### config.mk
export PLATFORM = sky130hd
export DESIGN_NAME = linked_fifo_with_unlink_top_flat
export DESIGN_NICKNAME = d
export VERILOG_FILES = /design/src/rtl/lfq_pkg.sv /design/src/rtl/lfq_if.sv /design/src/rtl/lfq_link_mem.sv /design/src/rtl/linked_fifo_with_unlink_top.sv /design/src/flat_wrapper.sv
export SDC_FILE = /design/constraint.sdc
export NUM_CORES = 1
export LEC_CHECK = 0
export BUFFER_PORTS_ARGS = -buffer_cell sky130_fd_sc_hd__buf_2
export CORE_ASPECT_RATIO = 0.5
export CORE_MARGIN = 10
export CORE_UTILIZATION = 45
export DETAILED_ROUTE_END_ITERATION = 8
export GPL_ROUTABILITY_DRIVEN = 0
export HOLD_SLACK_MARGIN = 0.08
export PLACE_DENSITY_LB_ADDON = 0.1
export SYNTH_ARGS = -nofsm -noshare
export SYNTH_HDL_FRONTEND = slang
export SYNTH_SLANG_ARGS = --single-unit
### constraint.sdc
create_clock -name clk -period 17.4 [get_ports clk]
set_input_delay 3.48 -clock clk [delete_from_list [all_inputs] [get_ports clk]]
set_output_delay 3.48 -clock clk [all_outputs]
set_load 0.03 [all_outputs]
### src/rtl/lfq_pkg.sv
// ----------------------------------------------------------------------------
// lfq_pkg
// Shared types and codes of the linked queue with unlink.
// ----------------------------------------------------------------------------
package lfq_pkg;

  localparam int UNIT_W    = 6;           // width of a unit identifier
  localparam int UNIT_SPAN = 2 ** UNIT_W; // identifiers that a request can name
  localparam int COUNT_W   = 7;           // width of the queued count

  typedef enum logic [1:0] {
    REQ_PUSH   = 2'd0,
    REQ_POP    = 2'd1,
    REQ_REMOVE = 2'd2,
    REQ_QUERY  = 2'd3
  } req_type_t;

  typedef enum logic [1:0] {
    ST_OK              = 2'd0,
    ST_POP_EMPTY       = 2'd1,
    ST_PUSH_QUEUED     = 2'd2,
    ST_REMOVE_UNQUEUED = 2'd3
  } status_t;

  // One write command to a link table.
  typedef struct packed {
    logic              en;
    logic [UNIT_W-1:0] addr;
    logic [UNIT_W-1:0] data;
  } link_wr_t;

endpackage

### src/rtl/lfq_if.sv
// ----------------------------------------------------------------------------
// lfq_req_if / lfq_rsp_if
// Valid/ready channels for requests and results of the linked queue.
// ----------------------------------------------------------------------------
interface lfq_req_if;
  logic                      valid;
  logic                      ready;
  lfq_pkg::req_type_t        req_type;
  logic [lfq_pkg::UNIT_W-1:0] unit_id;

  modport source (output valid, output req_type, output unit_id, input ready);
  modport sink   (input valid, input req_type, input unit_id, output ready);
endinterface

interface lfq_rsp_if;
  logic                        valid;
  logic                        ready;
  logic [lfq_pkg::UNIT_W-1:0]  popped_unit;
  logic                        popped_valid;
  logic [lfq_pkg::COUNT_W-1:0] queued_count;
  lfq_pkg::status_t            status;

  modport source (output valid, output popped_unit, output popped_valid,
                  output queued_count, output status, input ready);
  modport sink   (input valid, input popped_unit, input popped_valid,
                  input queued_count, input status, output ready);
endinterface

### src/rtl/lfq_link_mem.sv
// ----------------------------------------------------------------------------
// lfq_link_mem
// Next and previous link tables: one write port each, a shared read address,
// registered read data.
// ----------------------------------------------------------------------------
module lfq_link_mem #(
  parameter int SLOTS = 64
) (
  input  logic                       clk,
  input  lfq_pkg::link_wr_t          next_wr,
  input  lfq_pkg::link_wr_t          prev_wr,
  input  logic                       rd_en,
  input  logic [lfq_pkg::UNIT_W-1:0] rd_addr,
  output logic [lfq_pkg::UNIT_W-1:0] rd_next,
  output logic [lfq_pkg::UNIT_W-1:0] rd_prev
);

  localparam int IW = $clog2(SLOTS);

  logic [IW-1:0] next_mem [SLOTS];
  logic [IW-1:0] prev_mem [SLOTS];
  logic [IW-1:0] next_q_r;
  logic [IW-1:0] prev_q_r;

  always_ff @(posedge clk) begin
    if (next_wr.en) begin
      next_mem[next_wr.addr[IW-1:0]] <= next_wr.data[IW-1:0];
    end
    if (prev_wr.en) begin
      prev_mem[prev_wr.addr[IW-1:0]] <= prev_wr.data[IW-1:0];
    end
    // hold the read data until the next read
    if (rd_en) begin
      next_q_r <= next_mem[rd_addr[IW-1:0]];
      prev_q_r <= prev_mem[rd_addr[IW-1:0]];
    end
  end

  assign rd_next = lfq_pkg::UNIT_W'(next_q_r);
  assign rd_prev = lfq_pkg::UNIT_W'(prev_q_r);

endmodule

### src/rtl/linked_fifo_with_unlink_top.sv
// ----------------------------------------------------------------------------
// linked_fifo_with_unlink_top
// FIFO of unit identifiers kept as a circular doubly linked list, with push,
// pop, remove of any queued unit, and count query.
// ----------------------------------------------------------------------------
//
//   channel   direction  payload                                       ends
//   in_req    sink       req_type, unit_id                             valid/ready
//   out_rsp   source     popped_unit, popped_valid, queued_count, st.  valid/ready
//
// Sequence: a request is taken in S_IDLE, which also reads the links of the
// target slot; S_EXEC finishes query, rejected requests, pop, remove and push
// onto an empty queue. Push onto a non-empty queue goes on through S_PUSH2,
// since it writes two entries of each link table and each table has a single
// write port. Reset clears control state and the queued bits; the link
// tables are not cleared. A result waits in the output register, and the
// next request is taken meanwhile; that request stalls in S_EXEC or S_PUSH2
// until the output register is free.
// ----------------------------------------------------------------------------
module linked_fifo_with_unlink_top #(
  parameter int NUM_SLOTS = 64
) (
  input  logic      clk,
  input  logic      rst_n,
  lfq_req_if.sink   in_req,
  lfq_rsp_if.source out_rsp
);

  // a request names at most UNIT_SPAN slots
  localparam int SLOTS = (NUM_SLOTS < lfq_pkg::UNIT_SPAN) ? NUM_SLOTS : lfq_pkg::UNIT_SPAN;
  localparam int IW    = $clog2(SLOTS);
  localparam int UW    = lfq_pkg::UNIT_W;
  localparam int CW    = lfq_pkg::COUNT_W;

  typedef enum logic [2:0] {
    S_IDLE  = 3'b001,
    S_EXEC  = 3'b010,
    S_PUSH2 = 3'b100
  } state_t;

  state_t             state_r, state_nxt;
  logic [UW-1:0]      head_r, head_nxt;
  logic [UW-1:0]      tail_r, tail_nxt;
  logic [CW-1:0]      count_r, count_nxt;
  logic [SLOTS-1:0]   queued_r, queued_nxt;

  lfq_pkg::req_type_t req_r;
  logic [UW-1:0]      unit_r;

  logic               out_valid_r, out_valid_nxt;
  logic [UW-1:0]      out_popped_r;
  logic               out_pv_r;
  logic [CW-1:0]      out_count_r;
  lfq_pkg::status_t   out_status_r;

  lfq_pkg::link_wr_t  next_wr, prev_wr;
  logic [UW-1:0]      rd_addr, rd_next, rd_prev;

  logic               in_xfer;
  logic               go;
  logic               finish;
  logic               unlink_en;
  logic [UW-1:0]      tgt;
  logic               in_rng;
  logic               unit_queued;
  logic [UW-1:0]      res_popped;
  logic               res_pv;
  lfq_pkg::status_t   res_status;

  assign in_req.ready = (state_r == S_IDLE);
  assign in_xfer      = in_req.valid && in_req.ready;

  // finishing cycles need room in the output register
  assign go = !out_valid_r || out_rsp.ready;

  // pop reads the links of the head, every other request those of its unit
  assign rd_addr = (in_req.req_type == lfq_pkg::REQ_POP) ? head_r : in_req.unit_id;

  assign in_rng      = ({1'b0, unit_r} < CW'(SLOTS));
  assign unit_queued = in_rng && queued_r[unit_r[IW-1:0]];

  lfq_link_mem #(
    .SLOTS (SLOTS)
  ) u_links (
    .clk     (clk),
    .next_wr (next_wr),
    .prev_wr (prev_wr),
    .rd_en   (in_xfer),
    .rd_addr (rd_addr),
    .rd_next (rd_next),
    .rd_prev (rd_prev)
  );

  always_comb begin
    state_nxt  = state_r;
    head_nxt   = head_r;
    tail_nxt   = tail_r;
    count_nxt  = count_r;
    queued_nxt = queued_r;
    next_wr    = '0;
    prev_wr    = '0;
    finish     = 1'b0;
    unlink_en  = 1'b0;
    tgt        = unit_r;
    res_popped = '0;
    res_pv     = 1'b0;
    res_status = lfq_pkg::ST_OK;

    unique case (state_r)
      S_IDLE: begin
        if (in_xfer) begin
          state_nxt = S_EXEC;
        end
      end
      S_EXEC: begin
        if (go) begin
          unique case (req_r)
            lfq_pkg::REQ_PUSH: begin
              if (unit_queued || !in_rng) begin
                res_status = lfq_pkg::ST_PUSH_QUEUED;
                finish     = 1'b1;
              end else if (count_r == '0) begin
                // first unit links to itself
                next_wr    = '{en: 1'b1, addr: unit_r, data: unit_r};
                prev_wr    = '{en: 1'b1, addr: unit_r, data: unit_r};
                head_nxt   = unit_r;
                tail_nxt   = unit_r;
                count_nxt  = count_r + CW'(1);
                queued_nxt[unit_r[IW-1:0]] = 1'b1;
                finish     = 1'b1;
              end else begin
                // hook the neighbors first, the unit's own links in S_PUSH2
                next_wr   = '{en: 1'b1, addr: tail_r, data: unit_r};
                prev_wr   = '{en: 1'b1, addr: head_r, data: unit_r};
                state_nxt = S_PUSH2;
              end
            end
            lfq_pkg::REQ_POP: begin
              if (count_r == '0) begin
                res_status = lfq_pkg::ST_POP_EMPTY;
                finish     = 1'b1;
              end else begin
                res_popped = head_r;
                res_pv     = 1'b1;
                tgt        = head_r;
                unlink_en  = 1'b1;
              end
            end
            lfq_pkg::REQ_REMOVE: begin
              if (!unit_queued) begin
                res_status = lfq_pkg::ST_REMOVE_UNQUEUED;
                finish     = 1'b1;
              end else begin
                unlink_en = 1'b1;
              end
            end
            lfq_pkg::REQ_QUERY: begin
              finish = 1'b1;
            end
            default: begin
              finish = 1'b1;
            end
          endcase
        end
      end
      S_PUSH2: begin
        if (go) begin
          next_wr   = '{en: 1'b1, addr: unit_r, data: head_r};
          prev_wr   = '{en: 1'b1, addr: unit_r, data: tail_r};
          tail_nxt  = unit_r;
          count_nxt = count_r + CW'(1);
          queued_nxt[unit_r[IW-1:0]] = 1'b1;
          finish    = 1'b1;
        end
      end
      default: begin
        state_nxt = S_IDLE;
      end
    endcase

    // take the target out of the list: join its neighbors to each other, or empty the list if it was the only unit
    if (unlink_en) begin
      if (count_r == CW'(1)) begin
        head_nxt = '0;
        tail_nxt = '0;
      end else begin
        next_wr = '{en: 1'b1, addr: rd_prev, data: rd_next};
        prev_wr = '{en: 1'b1, addr: rd_next, data: rd_prev};
        if (tgt == head_r) begin
          head_nxt = rd_next;
        end
        if (tgt == tail_r) begin
          tail_nxt = rd_prev;
        end
      end
      count_nxt = count_r - CW'(1);
      queued_nxt[tgt[IW-1:0]] = 1'b0;
      finish = 1'b1;
    end

    if (finish) begin
      state_nxt = S_IDLE;
    end

    // load on a finish, drop once taken
    if (finish) begin
      out_valid_nxt = 1'b1;
    end else if (out_rsp.ready) begin
      out_valid_nxt = 1'b0;
    end else begin
      out_valid_nxt = out_valid_r;
    end
  end

  always_ff @(posedge clk) begin
    if (!rst_n) begin
      state_r     <= S_IDLE;
      head_r      <= '0;
      tail_r      <= '0;
      count_r     <= '0;
      queued_r    <= '0;
      out_valid_r <= 1'b0;
    end else begin
      state_r     <= state_nxt;
      head_r      <= head_nxt;
      tail_r      <= tail_nxt;
      count_r     <= count_nxt;
      queued_r    <= queued_nxt;
      out_valid_r <= out_valid_nxt;
    end
  end

  // hold the request and the result payload
  always_ff @(posedge clk) begin
    if (in_xfer) begin
      req_r  <= in_req.req_type;
      unit_r <= in_req.unit_id;
    end
    if (finish) begin
      out_popped_r <= res_popped;
      out_pv_r     <= res_pv;
      out_count_r  <= count_nxt;
      out_status_r <= res_status;
    end
  end

  assign out_rsp.valid        = out_valid_r;
  assign out_rsp.popped_unit  = out_popped_r;
  assign out_rsp.popped_valid = out_pv_r;
  assign out_rsp.queued_count = out_count_r;
  assign out_rsp.status       = out_status_r;

  // queued bits and count agree
  a_count_matches: assert property (@(posedge clk) disable iff (!rst_n)
    $countones(queued_r) == 32'(count_r))
    else $error("queued bits disagree with count");

  // head and tail are queued whenever the queue is not empty
  a_ends_queued: assert property (@(posedge clk) disable iff (!rst_n)
    (count_r != '0) |-> (queued_r[head_r[IW-1:0]] && queued_r[tail_r[IW-1:0]]))
    else $error("head or tail slot not queued");

  // no link write while idle
  a_idle_no_write: assert property (@(posedge clk) disable iff (!rst_n)
    (state_r == S_IDLE) |-> (!next_wr.en && !prev_wr.en))
    else $error("link write in idle");

  // a finished request returns to idle with its result presented
  a_finish_idle: assert property (@(posedge clk) disable iff (!rst_n)
    finish |=> (state_r == S_IDLE) && out_valid_r)
    else $error("finish did not return to idle");

  // a popped unit is reported only with status ok
  a_pop_ok: assert property (@(posedge clk) disable iff (!rst_n)
    (out_valid_r && out_pv_r) |-> (out_status_r == lfq_pkg::ST_OK))
    else $error("popped unit with error status");

endmodule
### src/flat_wrapper.sv
// flat-port wrapper written by rule: the top's interface ports become plain ports
module linked_fifo_with_unlink_top_flat 
#(
  parameter int NUM_SLOTS = 64
)
  (clk, rst_n, in_req_valid, in_req_req_type, in_req_unit_id, in_req_ready, out_rsp_valid, out_rsp_popped_unit, out_rsp_popped_valid, out_rsp_queued_count, out_rsp_status, out_rsp_ready);
  lfq_req_if in_req_i ();
  lfq_rsp_if out_rsp_i ();
  input  logic clk;
  input  logic rst_n;
  input wire logic [$bits(in_req_i.valid)-1:0] in_req_valid;
  input wire logic [$bits(in_req_i.req_type)-1:0] in_req_req_type;
  input wire logic [$bits(in_req_i.unit_id)-1:0] in_req_unit_id;
  output wire logic [$bits(in_req_i.ready)-1:0] in_req_ready;
  output wire logic [$bits(out_rsp_i.valid)-1:0] out_rsp_valid;
  output wire logic [$bits(out_rsp_i.popped_unit)-1:0] out_rsp_popped_unit;
  output wire logic [$bits(out_rsp_i.popped_valid)-1:0] out_rsp_popped_valid;
  output wire logic [$bits(out_rsp_i.queued_count)-1:0] out_rsp_queued_count;
  output wire logic [$bits(out_rsp_i.status)-1:0] out_rsp_status;
  input wire logic [$bits(out_rsp_i.ready)-1:0] out_rsp_ready;
  assign in_req_i.valid = in_req_valid;
  assign in_req_i.req_type = in_req_req_type;
  assign in_req_i.unit_id = in_req_unit_id;
  assign in_req_ready = in_req_i.ready;
  assign out_rsp_valid = out_rsp_i.valid;
  assign out_rsp_popped_unit = out_rsp_i.popped_unit;
  assign out_rsp_popped_valid = out_rsp_i.popped_valid;
  assign out_rsp_queued_count = out_rsp_i.queued_count;
  assign out_rsp_status = out_rsp_i.status;
  assign out_rsp_i.ready = out_rsp_ready;
  linked_fifo_with_unlink_top #(.NUM_SLOTS(NUM_SLOTS)) u_core (.clk(clk), .rst_n(rst_n), .in_req(in_req_i), .out_rsp(out_rsp_i));
endmodule
# After elaboration in Yosys (flattened, before gate mapping)

Memory sizes are Yosys's and may differ from the RTL's. A register that Yosys moved wholly into a read port is not among the register bits.
Index checks and enable logic that the tools add are counted.

Memory bits (writable): 768
Register bits: 111
Memories: 2
Word-level logic and storage cells: 142
Input port bits: 12
Output and inout bits: 18

Reduce and logical (&&, ||, !) cells: 13
Mux-type cells: 86
Add/subtract/negate cells: 2
$lt $le $gt $ge: 4
Eq/ne operators: 15
Bitwise operators: 8

Memory list:

| name                    | depth | width | rd ports | clocked after memory_dff | write ports | line               | RTL |
|---|---|---|---|---|---|---|---|
| u_core.u_links.next_mem | 64    | 6     | 1        | 1                        | 1           | lfq_link_mem.sv:20 | `logic [IW-1:0] next_mem [SLOTS];` |
| u_core.u_links.prev_mem | 64    | 6     | 1        | 1                        | 1           | lfq_link_mem.sv:21 | `logic [IW-1:0] prev_mem [SLOTS];` |

Operators by type and width:

| operator              | count |
|---|---|
| $mux W64              | 6 |
| $mux W13              | 12 |
| $pmux W64 S2          | 1 |
| $mux W6               | 20 |
| $and A64 B64 Y64      | 1 |
| $not A64 Y64          | 1 |
| $or A64 B64 Y64       | 1 |
| $pmux W13 S2          | 2 |
| $mux W7               | 6 |
| $mux W12              | 2 |
| $mux W1               | 20 |
| $mux W3               | 5 |
| $lt A6 B7 Y1 const B  | 2 |
| $pmux W7 S2           | 1 |
| $demux W1 S6          | 2 |
| $eq A6 B6 Y1          | 2 |
| $ge A6 B1 Y1 const B  | 2 |
| $pmux W6 S2           | 1 |
| $pmux W3 S3           | 1 |
| $ne A2 B2 Y1 const B  | 4 |
| $add A7 B1 Y7 const B | 1 |
| $eq A7 B1 Y1 const B  | 1 |
| $logic_not A7 Y1      | 1 |
| $sub A7 B1 Y7 const B | 1 |
| 22 further kinds      | 32 |

# Depth between registers and ports, before layout

Gate-level depths: netlist of the first run.

Depth after elaboration: 12
Depth in mapped cells: 16
Depth with buffers taken out: 13

# By module

From an unflattened synthesis of the first run, not the netlist that was laid out.

Cell total of the unflattened synthesis: 2,229
Area total of the unflattened synthesis: 37,200.7 um2

By module, submodules not included:

| module                      | seq. area each (um2) | cells each | area an instance (um2) | instances |
|---|---|---|---|---|
| lfq_link_mem                | 23,422.5             | 1,464      | 30,490.5               | 1 |
| linked_fifo_with_unlink_top | 2,462.4              | 765        | 6,710.2                | 1 |

# Least setup slack after synthesis of the first run

OpenSTA, ideal clock, no wires.

Path kind: input to register
Start point: input out_rsp_ready
End point: memory u_core.u_links.prev_mem[0][5] in the netlist's numbering (data pin)
Stages: 10
Arrival time: 7.404 ns
Data required time: 16.698 ns
Library setup time: 0.702 ns
Path slack: 9.295 ns
Path through: nor2b_1 -> clkbuf_1 -> nor2_1 -> o211a_1 -> o41a_4 -> nand2_8 -> buf_8 -> buf_4 -> buf_2 -> o21ai_0

RTL lines:

| what            | line               | RTL |
|---|---|---|
| start, declared | flat_wrapper.sv:20 | `input wire logic [$bits(out_rsp_i.ready)-1:0] out_rsp_ready;` |
| end, declared   | lfq_link_mem.sv:21 |  |

# Final worst setup path of the first run

Start point: input in_req_req_type[1]
End point: register u_core.u_links.prev_q_r[0] (netlist: u_core.u_links.rd_prev[0]) (read register of u_core.u_links.prev_mem) (data pin)

Longest elaborated chain between the ends: 2

RTL lines:

| what            | line                              | RTL |
|---|---|---|
| start, declared | flat_wrapper.sv:12                | `input wire logic [$bits(in_req_i.req_type)-1:0] in_req_req_type;` |
| $eq A2 B1 Y1    | linked_fifo_with_unlink_top.sv:77 | `assign rd_addr = (in_req.req_type == lfq_pkg::REQ_POP) ? head_r : in_req.unit_id;` |
| $mux W6         | linked_fifo_with_unlink_top.sv:77 |  |
| end, declared   | lfq_link_mem.sv:23                | `logic [IW-1:0] prev_q_r;` |

Every way passes these cells.
A chain may end at the register's enable or synchronous reset.

==> metrics, run 1 <==
outcome completed; gr ovfl total 0; mean routed wirelength per cell 27.3 µm; die span in y 223 µm; post-CTS sizing 0; Synth area leader edfxtp_1; Startpoint Class input pin; Die Area 95000 µm²; Mapped Avg Cell Area 16.1 µm²; critical path, cell by cell buf_2 -> nand2b_1 -> mux2i_4 -> buf_4 -> buf_4 -> buf_4 -> mux4_2 -> and2_1 -> a211oi_1 -> a31oi_1 -> a211oi_1 -> a21oi_1; Worst Min Path Start u_core.queued_r[63]$_SDFF_PN0_; slew margin rel. 0.137; Hold Crit Class flip-flop to flip-flop; number of flops mapped to enable cells by yosys 804; CP most frequent cell buf_4; Tot GR Track Use 0.199; CP peak stage delay 0.76 ns; boundary pin count 30; final worst-path cycle share 0.461; Synth warnings 0; post-layout min period 8.03 ns; Synth top area share 0.651; Setup crit end kind flip-flop; Rows 74; P_leak 12.5 nW; Synth Cell Area 37100 µm²; WP data required 17.79 ns; sequential area share after synthesis 0.698; vias in the first global route 21000; Flop pwr share 0.533; Worst Setup SP in_req_req_type[1]; critical path depth 12; routed vias/inst 5.99; routed wire length 95.2 mm; R2R Setup Slk 10.98 ns; Peak Freq 0.125 GHz; Switch Pwr 0.000948 W; most frequent cells in the layout 804 x edfxtp_1, 205 x nor2_1, 195 x mux4_2; main area contributors after synthesis edfxtp_1 65%, mux4_2 12%, dfxtp_1 4.7%, nor2_1 2.2%, nand2_1 1.6%; Worst-Skew Late Latency 0.66 ns; Mapped Cells 2307; Post-CTS Hold Buffers 0; critical path's top delay family buffers and inverters; area grow syn2layout 10.8%; PnR Total Power 0.00436 W; cell internal pwr 0.00341 W; Synth cell types 78; slowest cell on the critical path buf_4; Setup CP Type input pin to flip-flop; worst hold path cell count 2; Pins Over Slew Limit 0; power share of the clock group 0.420; layout net count 2341; initial detailed-routing violation count 1943; first-pass GRT wire length 143 mm; switch share 0.217; Gate power share 0.048; Clock Skew 0.0318 ns; TNS Setup 0 ns; VDD IR max 0.0000645 V; Final setup violation count 0; clock transition at the registers of the reported paths 0.06 ns; DP HPWL 58.5 mm; vias 20900; Tightest Pin Transition 1.28 ns; Chip Width 426 µm; layout cells sized above 1 0.185; H-tree lvl count 3; WP buf/inv 4; RSZ-0062 raised after global routing false; final hold vios 0; Post-Syn Nets 2327; Antenna Nets Post-Route 0; root buffer cell clkbuf_16; Initial Util 0.454; commonest non-fill, non-tap cell in the layout edfxtp_1; FF+latch count, synth 891; PortBufs 29; arrival time at the worst endpoint 8.42 ns; number of fillers in the final layout 6866; RR Startpoint u_core.unit_r[0]$_DFFE_PP_; clock sink count 891; Worst Reg2Reg Path Length in Cells 11; clock tree buffer depth 3; worst-path maximum fanout 45; TritonCTS Buffers 81; first-pass iteration count of the detailed router 5; power per standard cell area 106 nW/µm²; antenna violations before repair 1; post-CTS setup repair buffer count 0; FFs w/ async S/R, synth 0; Residual DRC 0; CORE AREA 81700 µm²; largest net degree at the start of global routing 131; Top FF cell, synth edfxtp_1; TritonCTS clock tree yes; Max-cap violations 0
## logic make-up (layout without fill, tap and decap cells)
group	count (synthesis)	count (layout)	synth area share
compound gates	406	406	0.0707
other cells	0	1	0
buf+inv	155	232	0.0191
fa+ha+maj	8	8	0.00270
xor+xnor	13	13	0.00307
mux	241	241	0.131
flops	891	891	0.698
simple gates	593	593	0.0752
## cell type report
| cell class | instances | area, µm² | share of cell area |
|---|---|---|---|
| sequential | 891 | 25900 | 0.630 |
| multi-input combinational | 1261 | 10700 | 0.260 |
| clock buffer | 97 | 2140 | 0.0520 |
| tap | 1102 | 1380 | 0.0335 |
| clock inverter | 49 | 513 | 0.0125 |
| timing repair buffer | 67 | 443 | 0.0108 |
| inverter | 19 | 71.3 | 0.00173 |
| antenna | 1 | 2.50 | 0.0000609 |
## final timing paths
kind | end
hold reg to reg | u_core.queued_r[63]$_SDFF_PN0_
hold / removal | u_core.queued_r[63]$_SDFF_PN0_
setup / recovery | u_core.u_links.rd_prev[0]$_DFFE_PP_
setup reg to reg | u_core.u_links.prev_mem[36][3]$_DFFE_PP_
## flip-flops by register name (all words and copies together) (netlist names)
name / cells
u_core.state_r: 3
u_core.out_rsp.popped_unit: 6
u_core.out_rsp.valid: 1
u_core.u_links.prev_mem: 384
u_core.u_links.next_mem: 384
u_core.queued_r: 64
u_core.out_rsp.status: 2
u_core.out_rsp.popped_valid: 1
u_core.count_r: 7
u_core.tail_r: 6
u_core.out_rsp.queued_count: 7
u_core.req_r: 2
u_core.unit_r: 6
u_core.u_links.rd_prev: 6
u_core.head_r: 6
u_core.u_links.rd_next: 6
## stage by stage
step	setup slack (ns)	instances	util	instance area (µm²)	hold slack [ns]
final	9.37	3487	0.503	41100	0.479
after global routing	8.83	3486	0.503	41100	0.505
after CTS	9.16	3486	0.503	41100	0.484
after detailed placement	8.44	3340	0.471	38500	0.465
after global placement	8.46	3340	0.471	38500	0.452
after floorplan	9.29	2307	-	37100	0.443
## per-layer routing
metal | track usage | vias up | share of wire
li1 | - | 9153 | -
met1 | 0.295 | 10900 | 0.46
met3 | 0.0380 | 143 | 0.064
met2 | 0.302 | 687 | 0.46
met4 | 0.0485 | 0 | 0.020
met5 | 0 | - | 0
## power by group through the flow
stage / clock (W) / combinational, W / sequential [W]
6_report: 0.00183 / 0.000209 / 0.00232
4_1_cts: 0.00186 / 0.000211 / 0.00232
2_1_floorplan: 0 / 0.000145 / 0.00236
5_1_grt: 0.00195 / 0.000224 / 0.00232
3_3_place_gp: 0 / 0.000211 / 0.00237
3_5_place_dp: 0 / 0.000210 / 0.00237
## cells in the mapped netlist, types with 11 or more instances
library cell / n
buf_1: 22
edfxtp_1: 804
o21ai_0: 95
a211oi_1: 64
nand2b_1: 11
inv_1: 18
a31oi_1: 54
and2_1: 67
nand3_1: 36
mux4_2: 195
mux2i_1: 35
nor2b_1: 26
buf_6: 11
nand2_1: 162
nor2_1: 215
nor3_1: 27
a21oi_1: 107
dfxtp_1: 87
buf_2: 11
a311oi_1: 26
clkbuf_1: 86
## worst register-to-register path, delay by kind of cell (launching register included)
kind | cells | cell delay, ns
simple gates | 4 | 2.40
flops | 1 | 0.87
buf+inv | 2 | 0.82
compound gates | 4 | 1.19
mux | 1 | 0.75
Note: power is estimated with default switching activity, not from simulation.
==> run 2: changes to the inputs <==
==> constraint.sdc (replaced) <==
create_clock -name clk -period 7.8 [get_ports clk]
set_input_delay 1.56 -clock clk [delete_from_list [all_inputs] [get_ports clk]]
set_output_delay 1.56 -clock clk [all_outputs]
set_load 0.03 [all_outputs]
==> metrics, run 2 (synthesis gave the netlist of run 1 again) <==
outcome completed (unchanged); capture point of the worst reg-to-reg path u_core.u_links.prev_mem[59][1]$_DFFE_PP_ (was u_core.u_links.prev_mem[36][3]$_DFFE_PP_); antenna violations before repair 3 (was 1); Worst-Skew Late Latency 0.67 ns (was 0.66 ns); layout cells sized above 1 0.189 (was 0.185); post-CTS setup repair buffer count 0 (unchanged); final hold vios 0 (unchanged); gr ovfl total 0 (unchanged); VDD IR max 0.000157 V (was 0.0000645 V); Startpoint Class flip-flop (was input pin); Antenna Nets Post-Route 0 (unchanged); power per standard cell area 235 nW/µm² (was 106 nW/µm²); boundary pin count 30 (unchanged); Peak Freq 0.166 GHz; Max-cap violations 0 (unchanged); area grow syn2layout 11.1% (was 10.8%); Placed Cells 3348 (was 3340); die span in y 223 µm (unchanged); H-tree lvl count 3 (unchanged); Initial Util 0.454 (unchanged); TNS Setup 0 ns (unchanged); vias 21000 (was 20900); largest net degree at the start of global routing 83 (was 131); slew margin rel. 0.193 (was 0.137); Post-CTS Hold Buffers 0 (unchanged); routed wire length 95.8 mm (was 95.2 mm); TritonCTS clock tree yes (unchanged); slowest cell on the critical path edfxtp_1 (was buf_4); Hold EP u_core.queued_r[31]$_SDFF_PN0_ (was u_core.queued_r[63]$_SDFF_PN0_); Chip Width 426 µm (unchanged); PortBufs 29 (unchanged); vias in the first global route 20900 (was 21000); worst-path maximum fanout 19 (was 45); RR Startpoint u_core.unit_r[2]$_DFFE_PP_ (was u_core.unit_r[0]$_DFFE_PP_); Residual DRC 0 (unchanged); WP data required 8.09 ns (was 17.79 ns); Tightest Pin Transition 1.21 ns (was 1.28 ns); DP HPWL 59.5 mm (was 58.5 mm); Rows 74 (unchanged); most frequent cells in the layout 804 x edfxtp_1, 205 x nor2_1, 195 x mux4_2 (unchanged); CP peak stage delay 0.96 ns (was 0.76 ns); Die Area 95000 µm² (unchanged); P_leak 12.6 nW (was 12.5 nW); first-pass GRT wire length 143 mm (about the same); Setup CP Type flip-flop to flip-flop (was input pin to flip-flop); routed vias/inst 6.02 (was 5.99); Tot GR Track Use 0.200 (was 0.199); R2R Setup Slk 1.79 ns (was 10.98 ns); layout net count 2348 (was 2341); Final setup violation count 0 (unchanged); mean routed wirelength per cell 27.4 µm (was 27.3 µm); clock tree buffer depth 3 (unchanged); Clock Skew 0.0232 ns (was 0.0318 ns); post-CTS sizing 0 (unchanged); Worst Min Path Start u_core.queued_r[31]$_SDFF_PN0_ (was u_core.queued_r[63]$_SDFF_PN0_); commonest non-fill, non-tap cell in the layout edfxtp_1 (unchanged); Setup crit end kind flip-flop (unchanged); arrival time at the worst endpoint 6.30 ns (was 8.42 ns); first-pass iteration count of the detailed router 5 (unchanged); final worst-path cycle share 0.770; post-layout min period 6.01 ns; critical path, cell by cell clkinv_1 -> a32oi_1 -> or4b_4 -> a31o_4 -> o41ai_4 -> nor3_1 -> a31oi_4 -> nand3_1 -> nor2b_1 (was buf_2 -> nand2b_1 -> mux2i_4 -> buf_4 -> buf_4 -> buf_4 -> mux4_2 -> and2_1 -> a211oi_1 -> a31oi_1 -> a211oi_1 -> a21oi_1); worst hold path cell count 2 (unchanged); CORE AREA 81700 µm² (unchanged); Worst Reg2Reg Path Length in Cells 9 (was 11); Final Non-Filler Cells 3494 (was 3487); Pins Over Slew Limit 0 (unchanged); Hold Crit Class flip-flop to flip-flop (unchanged); root buffer cell clkbuf_16 (unchanged); RSZ-0062 raised after global routing false (unchanged); clock sink count 891 (unchanged); TritonCTS Buffers 80 (was 81); initial detailed-routing violation count 2364 (was 1943); clock transition at the registers of the reported paths 0.07 ns (was 0.06 ns)
-- run 2: final cells by class --
cell class	count	area [µm²]
fill	6803	40500
timing repair buffer	75	566
inverter	19	71.3
tap	1102	1380
multi-input combinational	1261	10700
clock buffer	98	2140
antenna	1	2.50
clock inverter	47	465
sequential	891	25900
-- run 2: how the worst max path moves through the flow --
stage,startpoint,endpoint,cells past startpoint
after CTS,u_core.unit_r[2]$_DFFE_PP_,u_core.u_links.prev_mem[2][5]$_DFFE_PP_,9
after global routing,u_core.unit_r[2]$_DFFE_PP_,u_core.u_links.prev_mem[59][1]$_DFFE_PP_,9
after detailed placement,u_core.unit_r[2]$_DFFE_PP_,u_core.u_links.prev_mem[2][5]$_DFFE_PP_,9
after floorplan,out_rsp_ready,u_core.u_links.prev_mem[0][5]$_DFFE_PP_,10
after global placement,out_rsp_ready,u_core.u_links.prev_mem[2][0]$_DFFE_PP_,10
final,u_core.unit_r[2]$_DFFE_PP_,u_core.u_links.prev_mem[59][1]$_DFFE_PP_,9
-- run 2: per-layer routing --
metal,global-route usage,share of wire,vias up
met1,0.300,0.46,11000
met2,0.296,0.45,706
met5,0,0,-
li1,-,-,9170
met3,0.0398,0.068,117
met4,0.0513,0.021,0
-- run 2: per-stage QoR --
step                      instance area [µm²]  setup WS [ns]  utilization  hold slack [ns]  power, W
final                                   41200           1.79        0.504            0.483   0.00967
after global routing                    41200           1.60        0.504            0.502   0.00997
after CTS                               41200           1.72        0.504            0.484   0.00974
after detailed placement                38600           1.79        0.472            0.467   0.00575
after global placement                  38600           1.82        0.472            0.457   0.00575
after floorplan                         37100           1.61            -            0.443   0.00559
-- run 2: power by group --
| group | internal [W] | switching, W |
|---|---|---|
| clock | 0.00223 | 0.00179 |
| sequential | 0.00515 | 0.0000271 |
| combinational | 0.000173 | 0.000300 |
| total | 0.00755 | 0.00212 |
-- run 2: worst max-delay path, delay by kind of cell, from the launching register on --
kind | cells | cell delay [ns]
buffers and inverters | 1 | 0.56
DFF | 1 | 0.96
and+or+nand+nor | 4 | 2.22
AOI/OAI and AO/OA | 4 | 1.87
==> run 3: changes to the inputs <==
--- a/config.mk
+++ b/config.mk
@@ -5,6 +5,7 @@
 export SDC_FILE = /design/constraint.sdc
 export NUM_CORES = 1
 export LEC_CHECK = 0
+export ABC_AREA = 1
 export BUFFER_PORTS_ARGS = -buffer_cell sky130_fd_sc_hd__buf_2
 export CORE_ASPECT_RATIO = 0.5
 export CORE_MARGIN = 10
==> constraint.sdc (replaced) <==
create_clock -name clk -period 6.1 [get_ports clk]
set_input_delay 1.22 -clock clk [delete_from_list [all_inputs] [get_ports clk]]
set_output_delay 1.22 -clock clk [all_outputs]
set_load 0.03 [all_outputs]
==> metrics, run 3 <==
Worst Min Path Start u_core.queued_r[55]$_SDFF_PN0_ (was u_core.queued_r[31]$_SDFF_PN0_); DP HPWL 71.3 mm (was 59.5 mm); mean routed wirelength per cell 24.9 µm (was 27.4 µm); leading cell type by number of instances after synthesis edfxtp_1 (unchanged); R2R Setup Slk 1.63 ns (was 1.79 ns); critical path's top delay family simple AND/OR/NAND/NOR gates (unchanged); antenna violations before repair 3 (unchanged); TNS Setup 0 ns (unchanged); Tightest Pin Transition 1.05 ns (was 1.21 ns); final hold vios 0 (unchanged); Worst Reg2Reg Path Length in Cells 17 (was 9); worst-path maximum fanout 16 (was 19); commonest non-fill, non-tap cell in the layout edfxtp_1 (unchanged); Antenna Nets Post-Route 0 (unchanged); clock transition at the registers of the reported paths 0.07 ns (about the same); switch share 0.240 (was 0.219); Hold Crit Class flip-flop to flip-flop (unchanged); Setup CP Type flip-flop to flip-flop (unchanged); boundary pin count 30 (unchanged); Commonest cells post-synth 804 x edfxtp_1, 692 x nor2_1, 469 x o21ai_0 (was 804 x edfxtp_1, 215 x nor2_1, 195 x mux4_2); Mapped Avg Cell Area 11.0 µm² (was 16.1 µm²); clock sink count 891 (unchanged); post-layout min period 4.47 ns (was 6.01 ns); number of fillers in the final layout 7537 (was 6803); Switch Pwr 0.00306 W (was 0.00212 W); Clock Skew 0.0228 ns (was 0.0232 ns); clock tree buffer depth 3 (unchanged); Tot GR Track Use 0.231 (was 0.200); FFs w/ async S/R, synth 0 (unchanged); Synth warnings 0 (unchanged); Placed Cells 4545 (was 3348); multi-input logic area 11400 µm² (was 10700 µm²); FF+latch count, synth 891 (unchanged); arrival time at the worst endpoint 4.77 ns (was 6.30 ns); WP data required 6.40 ns (was 8.09 ns); final worst-path cycle share 0.733 (was 0.770); Worst Setup SP u_core.unit_r[0]$_DFFE_PP_ (was u_core.unit_r[2]$_DFFE_PP_); sequential area share after synthesis 0.669 (was 0.698); RSZ-0062 raised after global routing false (unchanged); Final setup violation count 0 (unchanged); Chip Width 435 µm (was 426 µm); Post-CTS Hold Buffers 0 (unchanged); critical path, cell by cell buf_4 -> nand2_1 -> nand3_1 -> nand2_1 -> o21ai_1 -> nand2_1 -> nor2_4 -> nand2_4 -> nand2_1 -> nand2_2 -> nand3_4 -> inv_2 -> nand2_1 -> inv_1 -> nor2_1 -> nand3_2 -> nor2_1 (was clkinv_1 -> a32oi_1 -> or4b_4 -> a31o_4 -> o41ai_4 -> nor3_1 -> a31oi_4 -> nand3_1 -> nor2b_1); Final Non-Filler Cells 4694 (was 3494); main area contributors after synthesis edfxtp_1 62%, nor2_1 6.7%, o21ai_0 6.1%, dfxtp_1 4.5%, nand2_1 3.2% (was edfxtp_1 65%, mux4_2 12%, dfxtp_1 4.7%, nor2_1 2.2%, nand2_1 1.6%); Setup crit end kind flip-flop (unchanged); vias 28000 (was 21000); post-CTS setup repair buffer count 0 (unchanged); Initial Util 0.458 (was 0.454); CORE AREA 84500 µm² (was 81700 µm²); Seq. cell area 25900 µm² (unchanged); VDD IR max 0.000189 V (was 0.000157 V); first-pass GRT wire length 174 mm (was 143 mm); Top FF cell, synth edfxtp_1 (unchanged); Hold EP u_core.queued_r[55]$_SDFF_PN0_ (was u_core.queued_r[31]$_SDFF_PN0_); Synth cell types 48 (was 78); Post-Syn Nets 3538 (was 2327); first-pass iteration count of the detailed router 6 (was 5); initial detailed-routing violation count 3593 (was 2364); power share of the clock group 0.409 (was 0.416); layout cells sized above 1 0.0913 (was 0.189); outcome completed (unchanged); Worst-Skew Late Latency 0.68 ns (was 0.67 ns); TritonCTS clock tree yes (unchanged); worst hold path cell count 2 (unchanged); gr ovfl total 0 (unchanged); slowest cell on the critical path edfxtp_1 (unchanged); CP most frequent cell nand2_1; Flop pwr share 0.520 (was 0.535); most frequent cells in the layout 804 x edfxtp_1, 691 x nor2_1, 454 x o21ai_0 (was 804 x edfxtp_1, 205 x nor2_1, 195 x mux4_2); Peak Freq 0.224 GHz (was 0.166 GHz); Max-cap violations 0 (unchanged); routed wire length 117 mm (was 95.8 mm); P_leak 12.5 nW (was 12.6 nW); area grow syn2layout 10.8% (was 11.1%); H-tree lvl count 3 (unchanged); die span in y 227 µm (was 223 µm); PnR Total Power 0.0128 W (was 0.00967 W); Synth area leader edfxtp_1 (unchanged); RR Startpoint u_core.unit_r[0]$_DFFE_PP_ (was u_core.unit_r[2]$_DFFE_PP_); Synth top area share 0.624 (was 0.651); Gate power share 0.071 (was 0.049); CP peak stage delay 0.70 ns (was 0.96 ns); power per standard cell area 297 nW/µm² (was 235 nW/µm²); Residual DRC 0 (unchanged); cell internal pwr 0.00970 W (was 0.00755 W); post-CTS sizing 0 (unchanged); Die Area 98900 µm² (was 95000 µm²); slew margin rel. 0.299 (was 0.193); WP buf/inv 3 (was 1); capture point of the worst reg-to-reg path u_core.u_links.prev_mem[40][3]$_DFFE_PP_ (was u_core.u_links.prev_mem[59][1]$_DFFE_PP_); vias in the first global route 26500 (was 20900); routed vias/inst 5.96 (was 6.02); Pins Over Slew Limit 0 (unchanged); Rows 75 (was 74); Synth Cell Area 38700 µm² (was 37100 µm²); root buffer cell clkbuf_16 (unchanged); TritonCTS Buffers 81 (was 80); layout net count 3494 (was 2348); PortBufs 29 (unchanged); Mapped Cells 3518 (was 2307); number of flops mapped to enable cells by yosys 804 (unchanged); largest net degree at the start of global routing 193 (was 83); Startpoint Class flip-flop (unchanged)
-- run 3: worst reg2reg max path: cells and delay by family, from the launching register on --
family,cells,cell delay (ns)
flip-flops,1,0.70
AO/OA/AOI/OAI,1,0.14
buffers and inverters,3,0.73
AND/OR/NAND/NOR,13,2.55
-- run 3: metrics by stage --
step	util	hold slack [ns]	setup slack, ns	area [µm²]
CTS	0.507	0.471	1.67	42900
finish	0.507	0.475	1.63	42900
detailed placement	0.476	0.456	1.42	40200
floorplan	-	0.437	0.724	38700
global placement	0.476	0.451	1.52	40200
global route	0.507	0.504	1.35	42900
-- run 3: layer usage --
layer  global-route usage  vias to the layer above  part of all wire
li1                     -                    12700                 -
met1                0.343                    13800              0.46
met2                0.331                     1307              0.42
met3               0.0582                      151             0.095
met4               0.0649                        2             0.023
met5                    0                        -           0.00010
-- run 3: power groups by stage --
stage	Sequential, W	Combinational, W	Clock [W]
5_1_grt	0.00663	0.000984	0.00551
6_report	0.00663	0.000907	0.00522
3_3_place_gp	0.00677	0.000882	0
3_5_place_dp	0.00677	0.000884	0
2_1_floorplan	0.00676	0.000566	0
4_1_cts	0.00663	0.000887	0.00527
-- run 3: area by class of cell --
cell class / instances / share of cell area
Tap cell: 1155 / 0.0337
Sequential cell: 891 / 0.603
Multi-Input combinational cell: 2225 / 0.266
Antenna cell: 1 / 0.0000583
Clock buffer: 104 / 0.0514
Clock inverter: 43 / 0.0102
Inverter: 182 / 0.0163
Timing Repair Buffer: 93 / 0.0185
-- run 3: worst max path at each step --
| stage | to | cells after the start |
|---|---|---|
| finish | u_core.u_links.prev_mem[40][3]$_DFFE_PP_ | 17 |
| global route | u_core.u_links.prev_mem[38][5]$_DFFE_PP_ | 18 |
| CTS | u_core.u_links.prev_mem[38][5]$_DFFE_PP_ | 15 |
| detailed placement | u_core.u_links.prev_mem[38][5]$_DFFE_PP_ | 12 |
| global placement | u_core.u_links.prev_mem[9][2]$_DFFE_PP_ | 14 |
| floorplan | u_core.u_links.next_mem[0][1]$_DFFE_PP_ | 8 |
-- run 3: cells by family (layout without fill, tap and decap cells) --
kind of cell	Yosys count	in the layout	synth area share
other	0	1	0
flip-flops	891	891	0.669
AND/OR/NAND/NOR	1276	1276	0.140
buffers and inverters	402	422	0.0412
AO/OA/AOI/OAI	930	930	0.146
XOR/XNOR	11	11	0.00249
adder cells (fa/ha/maj)	8	8	0.00259
